## config.mk

```make
export PLATFORM = sky130hd
export DESIGN_NAME = media_frame_packetizer
export DESIGN_NICKNAME = d
export VERILOG_FILES = /design/src/rtl/core/mfp_pkg.sv /design/src/rtl/core/mfp_datapath.sv /design/src/rtl/core/mfp_ctrl.sv /design/src/rtl/core/media_frame_packetizer.sv
export SDC_FILE = /design/constraint.sdc
export NUM_CORES = 1
export LEC_CHECK = 0
export CAP_MARGIN = 25
export CORE_MARGIN = 2
export CORE_UTILIZATION = 60
export CTS_CLUSTER_DIAMETER = 120
export DETAILED_ROUTE_END_ITERATION = 12
export DONT_BUFFER_PORTS = 1
export PLACE_DENSITY = 0.76
export SKIP_CTS_REPAIR_TIMING = 1
export SYNTH_ARGS = -nofsm -noshare
export SYNTH_HDL_FRONTEND = slang
export SYNTH_SLANG_ARGS = --single-unit
```

## constraint.sdc

```tcl
create_clock -name clk -period 20.7 [get_ports clk]
set_clock_uncertainty 0.1 [all_clocks]
set_input_delay 2.07 -clock clk [delete_from_list [all_inputs] [get_ports clk]]
set_output_delay 2.07 -clock clk [all_outputs]
set_load 0.02 [all_outputs]
```

## src/rtl/core/mfp_pkg.sv

```systemverilog
// Shared types and constants of the media frame packetizer.
package mfp_pkg;

	// controller states
	localparam logic [1:0] ST_IDLE = 2'd0;
	localparam logic [1:0] ST_CHK  = 2'd1;
	localparam logic [1:0] ST_HDR  = 2'd2;
	localparam logic [1:0] ST_PAY  = 2'd3;

	// configuration register indexes
	localparam logic [3:0] REG_MAGIC    = 4'd0;
	localparam logic [3:0] REG_VERSION  = 4'd1;
	localparam logic [3:0] REG_VID_TYPE = 4'd2;
	localparam logic [3:0] REG_AUD_TYPE = 4'd3;
	localparam logic [3:0] REG_COM_FLAG = 4'd4;
	localparam logic [3:0] REG_FRG_FLAG = 4'd5;
	localparam logic [3:0] REG_ABS_FLAG = 4'd6;
	localparam logic [3:0] REG_FRG_LIM  = 4'd7;

	// extension length codes and the common extension tag
	localparam logic [7:0] EXT_SINGLE = 8'd14;
	localparam logic [7:0] EXT_FIRST  = 8'd20;
	localparam logic [7:0] EXT_LATER  = 8'd6;
	localparam logic [7:0] COMMON_TAG = 8'd10;

	// header byte positions in the full layout
	localparam logic [5:0] POS_FIXED_END = 6'd19;
	localparam logic [5:0] POS_FRAG      = 6'd20;
	localparam logic [5:0] POS_FRAG_END  = 6'd25;
	localparam logic [5:0] POS_COMMON    = 6'd26;
	localparam logic [5:0] POS_END       = 6'd39;

	localparam logic [5:0] DIV_STEPS = 6'd33;

	typedef struct packed {
		logic accept;
		logic hdr_begin;
		logic hdr_emit;
		logic hdr_done;
		logic hdr_flags;
		logic pay_emit;
		logic skip;
	} mfp_cmd_t;

	typedef struct packed {
		logic div_busy;
		logic start;
		logic rem_zero;
		logic bif_zero;
		logic idx_ge_tot;
		logic hdr_last;
		logic out_free;
	} mfp_sts_t;

endpackage

```

## src/rtl/core/mfp_datapath.sv

```systemverilog
// Datapath: config registers, message state, fragment count divider, byte mux, output register.
module mfp_datapath import mfp_pkg::*; (
	input  logic               clk,
	input  logic               arst_n,
	input  logic               cfg_valid,
	input  logic [3:0]         cfg_index,
	input  logic [15:0]        cfg_data,
	input  logic [7:0]         data_byte,
	input  logic               message_start,
	input  logic               media_kind,
	input  logic [7:0]         codec_code,
	input  logic [7:0]         kind_detail,
	input  logic [7:0]         channel_count,
	input  logic signed [63:0] timestamp_ms,
	input  logic signed [63:0] abs_time_ms,
	input  logic [15:0]        frame_number,
	input  logic [31:0]        message_length,
	input  mfp_cmd_t           cmd,
	output mfp_sts_t           sts,
	output logic               out_valid,
	input  logic               out_ready,
	output logic [7:0]         out_byte,
	output logic               frame_end,
	output logic               run_last
);

	logic [15:0] magic_q;
	logic [7:0]  version_q, vid_type_q, aud_type_q, com_flag_q, frg_flag_q, abs_flag_q;
	logic [15:0] frg_lim_q;

	logic [63:0] ts_q, abs_q;
	logic [23:0] media_q;
	logic        kind_q;
	logic [15:0] fnum_q;
	logic [7:0]  data_q;

	logic        start_q, frag_q;
	logic [31:0] rem_q, chunk_q;
	logic [15:0] total_q, index_q, bif_q;
	logic [5:0]  pos_q;

	logic [32:0] num_q;
	logic [15:0] dr_q, div_lim_q;
	logic [5:0]  div_cnt_q;

	logic        out_valid_q, frame_end_q, run_last_q;
	logic [7:0]  out_byte_q;

	logic [15:0] lim_eff;
	logic [32:0] numer;
	logic [16:0] trial;
	logic        ge;
	logic [15:0] dr_n;
	logic [32:0] num_n;
	logic        first, with_common, out_free, load;
	logic [31:0] chunk_n;
	logic [7:0]  hdr_byte, flags, ext;
	logic [5:0]  pos_n;
	logic [63:0] ts_sh, abs_sh;
	logic [31:0] chunk_sh;
	logic [23:0] media_sh;
	logic [5:0]  abs_off, media_off;
	logic [3:0]  ts_off;
	logic [1:0]  chunk_off;

	assign lim_eff = (frg_lim_q == 16'd0) ? 16'd1 : frg_lim_q;
	assign numer   = {1'b0, message_length} + {17'd0, lim_eff} - 33'd1;

	// restoring divider, one quotient bit a cycle
	assign trial = {dr_q, num_q[32]};
	assign ge    = trial >= {1'b0, div_lim_q};
	assign dr_n  = ge ? 16'(trial - {1'b0, div_lim_q}) : trial[15:0];
	assign num_n = {num_q[31:0], ge};

	assign first       = index_q == 16'd0;
	assign with_common = !frag_q || first;
	assign flags = frag_q ? (frg_flag_q | (first ? com_flag_q : 8'd0)) : com_flag_q;
	assign ext   = frag_q ? (first ? EXT_FIRST : EXT_LATER) : EXT_SINGLE;

	always_comb begin
		if (frag_q && ({16'd0, lim_eff} < rem_q))
			chunk_n = {16'd0, lim_eff};
		else
			chunk_n = rem_q;
	end

	assign ts_off    = 4'd12 - pos_q[3:0];
	assign ts_sh     = ts_q >> {ts_off[2:0], 3'b000};
	assign abs_off   = 6'd35 - pos_q;
	assign abs_sh    = abs_q >> {abs_off[2:0], 3'b000};
	assign chunk_off = 2'(6'd17 - pos_q);
	assign chunk_sh  = chunk_q >> {chunk_off, 3'b000};
	assign media_off = 6'd38 - pos_q;
	assign media_sh  = media_q >> {media_off[1:0], 3'b000};

	always_comb begin
		case (pos_q) inside
			6'd0:            hdr_byte = magic_q[15:8];
			6'd1:            hdr_byte = magic_q[7:0];
			6'd2:            hdr_byte = version_q;
			6'd3:            hdr_byte = kind_q ? aud_type_q : vid_type_q;
			6'd4:            hdr_byte = flags;
			[6'd5:6'd12]:    hdr_byte = ts_sh[7:0];
			6'd13:           hdr_byte = ext;
			[6'd14:6'd17]:   hdr_byte = chunk_sh[7:0];
			6'd20:           hdr_byte = fnum_q[15:8];
			6'd21:           hdr_byte = fnum_q[7:0];
			6'd22:           hdr_byte = index_q[15:8];
			6'd23:           hdr_byte = index_q[7:0];
			6'd24:           hdr_byte = total_q[15:8];
			6'd25:           hdr_byte = total_q[7:0];
			6'd26:           hdr_byte = COMMON_TAG;
			6'd27:           hdr_byte = abs_flag_q;
			[6'd28:6'd35]:   hdr_byte = abs_sh[7:0];
			[6'd36:6'd38]:   hdr_byte = media_sh[7:0];
			default:         hdr_byte = 8'd0;
		endcase
	end

	always_comb begin
		if (pos_q == POS_FIXED_END)
			pos_n = frag_q ? POS_FRAG : POS_COMMON;
		else if (pos_q == POS_FRAG_END)
			pos_n = POS_COMMON;
		else
			pos_n = pos_q + 6'd1;
	end

	assign out_free = !out_valid_q || out_ready;
	assign load     = cmd.hdr_emit || cmd.pay_emit;

	// held message fields
	always_ff @(posedge clk) begin
		if (cmd.accept) begin
			data_q <= data_byte;
			if (message_start) begin
				ts_q      <= timestamp_ms;
				abs_q     <= abs_time_ms;
				kind_q    <= media_kind;
				fnum_q    <= frame_number;
				media_q   <= {codec_code, kind_detail, media_kind ? channel_count : 8'd0};
				num_q     <= numer;
				dr_q      <= 16'd0;
				div_lim_q <= lim_eff;
			end
		end else if (div_cnt_q != 6'd0) begin
			num_q <= num_n;
			dr_q  <= dr_n;
		end
		if (cmd.hdr_begin)
			chunk_q <= chunk_n;
		if (load) begin
			out_byte_q <= cmd.pay_emit ? data_q : hdr_byte;
		end
	end

	always_ff @(posedge clk or negedge arst_n) begin
		if (!arst_n) begin
			magic_q     <= 16'd0;
			version_q   <= 8'd0;
			vid_type_q  <= 8'd0;
			aud_type_q  <= 8'd0;
			com_flag_q  <= 8'd0;
			frg_flag_q  <= 8'd0;
			abs_flag_q  <= 8'd1;
			frg_lim_q   <= 16'd1024;
			start_q     <= 1'b0;
			frag_q      <= 1'b0;
			rem_q       <= 32'd0;
			total_q     <= 16'd0;
			index_q     <= 16'd0;
			bif_q       <= 16'd0;
			pos_q       <= 6'd0;
			div_cnt_q   <= 6'd0;
			out_valid_q <= 1'b0;
			frame_end_q <= 1'b0;
			run_last_q  <= 1'b0;
		end else begin
			if (cfg_valid) begin
				case (cfg_index)
					REG_MAGIC:    magic_q    <= cfg_data;
					REG_VERSION:  version_q  <= cfg_data[7:0];
					REG_VID_TYPE: vid_type_q <= cfg_data[7:0];
					REG_AUD_TYPE: aud_type_q <= cfg_data[7:0];
					REG_COM_FLAG: com_flag_q <= cfg_data[7:0];
					REG_FRG_FLAG: frg_flag_q <= cfg_data[7:0];
					REG_ABS_FLAG: abs_flag_q <= cfg_data[7:0];
					REG_FRG_LIM:  frg_lim_q  <= cfg_data;
					default:      ;
				endcase
			end

			if (cmd.accept) begin
				start_q <= message_start;
				if (message_start) begin
					rem_q   <= message_length;
					frag_q  <= message_length > {16'd0, lim_eff};
					index_q <= 16'd0;
					bif_q   <= 16'd0;
					total_q <= 16'd1;
					div_cnt_q <= (message_length > {16'd0, lim_eff}) ? DIV_STEPS : 6'd0;
				end
			end else if (div_cnt_q != 6'd0) begin
				div_cnt_q <= div_cnt_q - 6'd1;
				if (div_cnt_q == 6'd1)
					total_q <= num_n[15:0];
			end

			if (cmd.hdr_begin) begin
				bif_q <= chunk_n[15:0];
				pos_q <= 6'd0;
			end else if (cmd.hdr_emit) begin
				pos_q <= pos_n;
			end
			if (cmd.hdr_done)
				index_q <= index_q + 16'd1;
			if (cmd.pay_emit) begin
				rem_q <= rem_q - 32'd1;
				bif_q <= bif_q - 16'd1;
			end else if (cmd.skip) begin
				rem_q <= rem_q - 32'd1;
			end

			if (load) begin
				out_valid_q <= 1'b1;
				frame_end_q <= cmd.pay_emit ? (bif_q == 16'd1) : cmd.hdr_flags;
				run_last_q  <= cmd.pay_emit ? 1'b1 : cmd.hdr_flags;
			end else if (out_ready) begin
				out_valid_q <= 1'b0;
			end
		end
	end

	always_comb begin
		sts.div_busy   = div_cnt_q != 6'd0;
		sts.start      = start_q;
		sts.rem_zero   = rem_q == 32'd0;
		sts.bif_zero   = bif_q == 16'd0;
		sts.idx_ge_tot = index_q >= total_q;
		sts.hdr_last   = (pos_q == POS_FRAG_END && !with_common) || pos_q == POS_END;
		sts.out_free   = out_free;
	end

	assign out_valid = out_valid_q;
	assign out_byte  = out_byte_q;
	assign frame_end = frame_end_q;
	assign run_last  = run_last_q;

endmodule

```

## src/rtl/core/mfp_ctrl.sv

```systemverilog
// Controller state machine: sequences item intake, header bursts and payload bytes.
module mfp_ctrl import mfp_pkg::*; (
	input  logic     clk,
	input  logic     arst_n,
	input  logic     in_valid,
	output logic     in_ready,
	input  mfp_sts_t sts,
	output mfp_cmd_t cmd
);

	logic [1:0] state_q, state_n;
	logic       zero_q, zero_n;

	always_comb begin
		state_n = state_q;
		zero_n  = zero_q;
		cmd     = '0;
		case (state_q)
			ST_IDLE: begin
				cmd.accept = in_valid;
				if (in_valid)
					state_n = ST_CHK;
			end
			ST_CHK: begin
				if (!sts.div_busy) begin
					if (sts.start && sts.rem_zero) begin
						// empty message: header-only frame
						cmd.hdr_begin = 1'b1;
						zero_n  = 1'b1;
						state_n = ST_HDR;
					end else if (sts.rem_zero) begin
						state_n = ST_IDLE;
					end else if (sts.bif_zero) begin
						if (sts.idx_ge_tot) begin
							cmd.skip = 1'b1;
							state_n  = ST_IDLE;
						end else begin
							cmd.hdr_begin = 1'b1;
							zero_n  = 1'b0;
							state_n = ST_HDR;
						end
					end else begin
						state_n = ST_PAY;
					end
				end
			end
			ST_HDR: begin
				if (sts.out_free) begin
					cmd.hdr_emit = 1'b1;
					if (sts.hdr_last) begin
						cmd.hdr_done  = 1'b1;
						cmd.hdr_flags = zero_q;
						state_n = zero_q ? ST_IDLE : ST_PAY;
					end
				end
			end
			ST_PAY: begin
				if (sts.out_free) begin
					cmd.pay_emit = 1'b1;
					state_n = ST_IDLE;
				end
			end
			default: state_n = ST_IDLE;
		endcase
	end

	always_ff @(posedge clk or negedge arst_n) begin
		if (!arst_n) begin
			state_q <= ST_IDLE;
			zero_q  <= 1'b0;
		end else begin
			state_q <= state_n;
			zero_q  <= zero_n;
		end
	end

	assign in_ready = state_q == ST_IDLE;

endmodule

```

## src/rtl/core/media_frame_packetizer.sv

```systemverilog
// Media frame packetizer: byte-wide payload in, framed byte stream out.
// One item at a time. A payload item that needs no header passes through accept,
// check and emit; an item that opens a frame first emits its header (26, 34 or
// 40 bytes), one byte per cycle while the output is not stalled, through the
// single output register. A message start item whose length exceeds the fragment
// limit first passes through the bit-serial divider that computes the fragment count.
// cfg_ready is tied high; config writes are to be made only while the block is idle.
module media_frame_packetizer import mfp_pkg::*; (
	input  logic               clk,
	input  logic               arst_n,
	input  logic               cfg_valid,
	output logic               cfg_ready,
	input  logic [3:0]         cfg_index,
	input  logic [15:0]        cfg_data,
	input  logic               in_valid,
	output logic               in_ready,
	input  logic [7:0]         data_byte,
	input  logic               message_start,
	input  logic               media_kind,
	input  logic [7:0]         codec_code,
	input  logic [7:0]         kind_detail,
	input  logic [7:0]         channel_count,
	input  logic signed [63:0] timestamp_ms,
	input  logic signed [63:0] abs_time_ms,
	input  logic [15:0]        frame_number,
	input  logic [31:0]        message_length,
	output logic               out_valid,
	input  logic               out_ready,
	output logic [7:0]         out_byte,
	output logic               frame_end,
	output logic               run_last
);

	mfp_cmd_t cmd;
	mfp_sts_t sts;

	assign cfg_ready = 1'b1;

	mfp_ctrl u_ctrl (
		.clk      (clk),
		.arst_n   (arst_n),
		.in_valid (in_valid),
		.in_ready (in_ready),
		.sts      (sts),
		.cmd      (cmd)
	);

	mfp_datapath u_dp (
		.clk           (clk),
		.arst_n        (arst_n),
		.cfg_valid     (cfg_valid),
		.cfg_index     (cfg_index),
		.cfg_data      (cfg_data),
		.data_byte     (data_byte),
		.message_start (message_start),
		.media_kind    (media_kind),
		.codec_code    (codec_code),
		.kind_detail   (kind_detail),
		.channel_count (channel_count),
		.timestamp_ms  (timestamp_ms),
		.abs_time_ms   (abs_time_ms),
		.frame_number  (frame_number),
		.message_length(message_length),
		.cmd           (cmd),
		.sts           (sts),
		.out_valid     (out_valid),
		.out_ready     (out_ready),
		.out_byte      (out_byte),
		.frame_end     (frame_end),
		.run_last      (run_last)
	);

endmodule

```

# --- After elaboration in Yosys (flattened, before gate mapping) ---
# Index checks and enable logic that the tools add are counted.
classes:
  add_sub_neg: 12
  order_cmp: 12
  n_eq_ne: 35
  shift: 4
  n_mux: 91
  bitwise_logic: 2
  n_reduce_logical: 49
ops:
  columns: ["operator", "count"]
  rows:
  - ["16-bit 2-to-1 mux", 14]
  - ["8-bit 2-to-1 mux", 23]
  - ["32-bit 2-to-1 mux", 4]
  - ["64-bit by 6-bit >> shifter with 8-bit output", 2]
  - ["33-bit 2-to-1 mux", 3]
  - ["6-bit by 5-bit == test with 1-bit output (second input constant)", 9]
  - ["16-bit zero test", 3]
  - ["6-bit 2-to-1 mux", 8]
  - ["32-bit by 16-bit adder with 33-bit output", 1]
  - ["33-bit by 1-bit subtractor with 33-bit output (second input constant)", 1]
  - ["32-bit by 16-bit > comparator with 1-bit output", 1]
  - ["32-bit zero test", 1]
  - ["16-bit by 32-bit less-than comparator with 1-bit output", 1]
  - ["32-bit by 5-bit >> shifter with 8-bit output", 1]
  - ["32-bit by 1-bit subtractor with 32-bit output (second input constant)", 1]
  - ["2-bit AND reduction", 13]
  - ["24-bit by 5-bit >> shifter with 8-bit output", 1]
  - ["1-bit 2-to-1 mux", 23]
  - ["2-bit 2-to-1 mux", 11]
  - ["17-bit by 16-bit greater-or-equal comparator with 1-bit output", 1]
  - ["16-bit by 1-bit adder with 16-bit output (second input constant)", 1]
  - ["16-bit by 1-bit == test with 1-bit output (second input constant)", 1]
  - ["4-bit by 3-bit == test with 1-bit output (second input constant)", 4]
  - ["16-bit greater-or-equal comparator", 1]
  - ["43 further kinds", 76]
word_totals:
  register_bits: 462
  in_bits: 235
  wordCells: 239

# --- Longest topological paths before layout ---
depth:
  ltp_word: 21
  depth_mapped: 18
  ltp_nobuf: 17

# --- Hierarchy ---
# Synthesis repeated with hierarchy kept, for this count alone.
unflattened:
  hier_cells: 2218
  area_unflattened_um2: 24818.8
modules_own_cells:
  columns: ["module", "n_inst", "cells_per_inst", "area_each_um2", "seq_area_each_um2"]
  rows:
  - ["mfp_datapath", 1, 2185, 24567.3, 12899.9]
  - ["mfp_ctrl", 1, 31, 240.2, 75.1]
  - ["media_frame_packetizer", 1, 2, 11.3, 0.0]

# --- Worst setup path after synthesis ---
# OpenSTA, ideal clock, no wires.
synth_path:
  path_type: "input-to-reg"
  from: "input port in_valid"
  to: "register u_dp.rem_q[11]"
  setup_time_ps: 397
  arrival_ps: 8655
  required_time_ps: 20203
  slack_ps: 11549
  path_stages: 7
  path_buffers: 2
  cell_sequence: "nand2_1 > inv_1 > nand2_1 > clkinv_1 > clkbuf_1 > clkbuf_1 > a22oi_1"
synth_between:
  elab_chain_cells: 3
synth_rtl:
  columns: ["item", "line", "rtl"]
  rows:
  - ["start, declared", "media_frame_packetizer.sv:15", "input logic in_valid,"]
  - ["1-bit 2-to-1 mux", "mfp_ctrl.sv:18", "case (state_q)"]
  - ["3-bit nonzero test (no line)", null, null]
  - ["2-bit AND reduction (no line)", null, null]
  - ["end signal, assigned", "mfp_datapath.sv:196", "rem_q <= message_length;"]
  - ["end signal, assigned", "mfp_datapath.sv:218", "rem_q <= rem_q - 32'd1;"]
  - ["end signal, assigned", "mfp_datapath.sv:221", "rem_q <= rem_q - 32'd1;"]
  - ["end, declared", "mfp_datapath.sv:38", "logic [31:0] rem_q, chunk_q;"]
# Every way passes these cells.
# A chain may end at the register's enable or synchronous reset.

# --- Final worst setup path ---
layout_path:
  from: "input port message_length[2]"
  to: "register u_dp.num_q[32], data pin"
layout_between:
  elab_chain_cells: 4
layout_rtl:
  columns: ["item", "line", "rtl"]
  rows:
  - ["start, declared", "media_frame_packetizer.sv:26", "input logic [31:0] message_length,"]
  - ["32-bit by 16-bit adder with 33-bit output", "mfp_datapath.sv:67", "assign numer = {1'b0, message_length} + {17'd0, lim_eff} - 33'd1;"]
  - ["33-bit by 1-bit subtractor with 33-bit output", "mfp_datapath.sv:67", null]
  - ["33-bit 2-to-1 mux", "mfp_datapath.sv:136", "if (message_start) begin"]
  - ["33-bit 2-to-1 mux", "mfp_datapath.sv:134", "if (cmd.accept) begin"]
  - ["end signal, assigned", "mfp_datapath.sv:142", "num_q <= numer;"]
  - ["end signal, assigned", "mfp_datapath.sv:147", "num_q <= num_n;"]
  - ["end, declared", "mfp_datapath.sv:42", "logic [32:0] num_q;"]
# Every way passes these cells. The select of a mux whose other input is x is not followed.

==> flow_metrics.env <==
export IMPL_min_path_type="flip-flop to flip-flop"
export IMPL_row_count=73
export IMPL_worstPathArrival_ps=5190
export IMPL_grt_pass1_wl_um=102100
export IMPL_drt_iter0_markers=2005
export IMPL_critPathLaunchType="input pin"
export IMPL_min_period_ps=4949
export IMPL_synth_most_common_cell="edfxtp_1"
export IMPL_h_tree_depth=2
export IMPL_setup_violations=0
export IMPL_synth_seq_cells=462
export IMPL_maxSlewViolCount=0
export IMPL_synth_edff_count=282
export IMPL_clkTransAtPathRegs_ps=60
export IMPL_cts_buffers=50
export IMPL_antenna_found_initial=5
export IMPL_core_area_mm2=0.04001
export IMPL_hold_slack_ps=380.1
export IMPL_vias=17870
export IMPL_p_per_area_mw_per_mm2=131.0
export IMPL_layout_cells_non_filler=2697
export IMPL_cp_max_fo=4
export IMPL_io_buffers=0
export IMPL_die_x_um=205.9
export IMPL_netlist_cell_type_count=85
export IMPL_synth_ff_type="edfxtp_1"
export IMPL_synthCells=2149
export IMPL_root_buffer="clkbuf_16"
export IMPL_layout_drive_gt1_share_pct=11.30
export IMPL_yosys_warnings=0
export IMPL_max_cap_violations=0
export IMPL_p_leak_uw=0.01065
export IMPL_fin_tns_setup_ps=0
export IMPL_syn2layout_area_growth_pct=8.967
export IMPL_grt_pass1_vias=17450
export IMPL_start_util_pct=61.14
export IMPL_path_class="input pin to flip-flop"
export IMPL_async_reset_ff_share_pct=38.96
export IMPL_cp_end_kind="flip-flop"
export IMPL_place_inst=2598
export IMPL_status="finished clean"
export IMPL_period_share_pct=23.91
export IMPL_ys_seq_area_share_pct=53.04
export IMPL_ir_drop_uv=93.29
export IMPL_grtUsageTotal_pct=32.05
export IMPL_syn_nets=2519
export IMPL_viasPerCell=6.626
export IMPL_ioPinCount=248
export IMPL_grt_ovfl_total=0
export IMPL_synthTopCellsByCount="282 x edfxtp_1, 184 x nand2_1, 178 x dfrtp_1"
export IMPL_post_route_drc_count=0
export IMPL_synth_area_mm2=0.02446
export IMPL_ant_nets=0
export IMPL_critPathRequiredTime_ps=20940
export IMPL_wirelength_um=67120
export IMPL_relSlewSlack_pct=27.73
export IMPL_rsz0062_at_grt="no"
export IMPL_worstMarginPinSlew_ps=1084
export IMPL_gp_congestion=0.9751
export IMPL_final_nets=2496
export IMPL_yosysTopAreaCell="edfxtp_1"
export IMPL_first_pass_iters=6
export IMPL_cts_tree="done"
export IMPL_die_area_mm2=0.04240
export IMPL_hold_viol=0
export IMPL_netlist_area_leader_share_pct=34.62
export IMPL_clk_latency_ps=590
export IMPL_post_drt_wl_per_cell_um=24.89
export IMPL_hpwl_um=48860
export IMPL_cts_buffer_depth=3
export IMPL_cts_sinks=462
export IMPL_synthTopCellsByArea="edfxtp_1 35%, dfrtp_1 18%, ha_1 6.8%, mux4_2 3.7%, mux2_2 3.6%"
export IMPL_max_freq_mhz=202.1
export IMPL_avgSynthCellArea_um2=11.38
export IMPL_grt_max_degree=181
export IMPL_die_y_um=205.9
## flip-flops by register name, indices dropped and copies added, names as in the netlist, 24 cells and up
register,cells
u_dp.num_q,33
u_dp.abs_q,64
u_dp.chunk_q,32
u_dp.media_q,24
u_dp.rem_q,32
u_dp.ts_q,64
## layer usage
metal / routed length (um) / share of wire (%) / up-vias / track usage (%)
li1: - / - / 7982 / -
met2: 31490 / 47 / 890 / 51.07
met1: 26300 / 39 / 8835 / 42.33
met3: 6678 / 9.9 / 164 / 7.963
met5: 0 / 0 / - / 0
met4: 2653 / 4.0 / 0 / 13.19
## kinds of logic after synthesis
family | count (synthesis) | share of synthesized area, %
mux | 157 | 8.870
flops | 462 | 53.04
buf+inv | 262 | 4.092
other cells | 1 | 0.01533
fa+ha+maj | 135 | 6.967
xor+xnor | 46 | 1.647
compound gates | 512 | 13.75
simple gates | 574 | 11.61
## worst max-delay path, stage by stage
cell	delay, ps
inv_1	20
ha_1	330
inv_1	70
ha_1	320
a211oi_1	360
o21ai_0	250
o2bb2ai_1	260
nor4_1	430
o41ai_1	150
buf_4	170
a31oi_1	280
o31ai_1	130
a311o_1	350
## per-stage QoR
stage | setup WS (ps) | utilization (%) | cell area (um2) | power (uW)
3_5_place_dp | 15220 | 62.35 | 24940 | 2563
2_1_floorplan | 11550 | - | 24460 | 2208
5_1_grt | 15560 | 66.62 | 26650 | 3670
3_3_place_gp | 15290 | 62.27 | 24910 | 2522
6_report | 15750 | 66.63 | 26650 | 3492
4_1_cts | 15820 | 66.53 | 26620 | 3475
## power by group
part | total, uW | internal, uW | switching [uW]
sequential | 1380 | 1220 | 161
clock | 906 | 530 | 376
combinational | 1200 | 473 | 731
## area by class of cell
class                      instances  area [um2]
tap                              525       656.9
sequential                       462       12980
fill                            2981       13350
clock buffer                      67        1408
timing repair buffer              23       207.7
antenna                            4       10.01
multi-input combinational       1425       10500
inverter                         164       623.1
clock inverter                    27       266.5
## cells in the final DEF (no fill, tap or decap), types with 11 or more instances in the layout
| cell type | instances |
|---|---|
| a211oi_1 | 12 |
| a21o_1 | 21 |
| a21oi_1 | 95 |
| a221o_1 | 19 |
| a221oi_1 | 13 |
| a22oi_1 | 22 |
| a31oi_1 | 11 |
| and2_1 | 30 |
| and3_1 | 15 |
| buf_4 | 20 |
| clkbuf_16 | 52 |
| dfrtp_1 | 177 |
| edfxtp_1 | 282 |
| ha_1 | 133 |
| inv_1 | 163 |
| mux2_2 | 78 |
| mux2i_1 | 39 |
| mux4_2 | 40 |
| nand2_1 | 182 |
| nand2b_1 | 17 |
| nand3_1 | 63 |
| nand4_1 | 17 |
| nor2_1 | 97 |
| nor2b_1 | 20 |
| nor3_1 | 43 |
| nor4_1 | 26 |
| o211ai_1 | 11 |
| o21a_1 | 14 |
| o21ai_0 | 158 |
| o22ai_1 | 15 |
| o31ai_1 | 34 |
| or3_1 | 17 |
| xnor2_1 | 23 |
| xor2_1 | 23 |
## worst paths after layout
| kind | start | endpoint | slack (ps) | cells after the start |
|---|---|---|---|---|
| worst max-delay path | message_length[2] | u_dp.num_q[32]$_DFFE_PP_ | 15750 | 13 |
| worst min-delay path | u_dp.num_q[6]$_DFFE_PP_ | u_dp.total_q[7]$_DFFE_PN0P_ | 380 | 2 |
| worst max register to register | u_ctrl.state_q[0]$_DFFE_PN0P_ | u_dp.rem_q[19]$_DFFE_PN0P_ | 15960 | 10 |
| worst min register to register | u_dp.num_q[6]$_DFFE_PP_ | u_dp.total_q[7]$_DFFE_PN0P_ | 380 | 2 |
| max in group asynchronous | arst_n | u_dp.abs_flag_q[0]$_DFFE_PN1P_ | 19200 | 0 |
| min in group asynchronous | arst_n | u_dp.aud_type_q[1]$_DFFE_PN0P_ | 1080 | 0 |
Note: power is estimated with default switching activity, not from simulation.
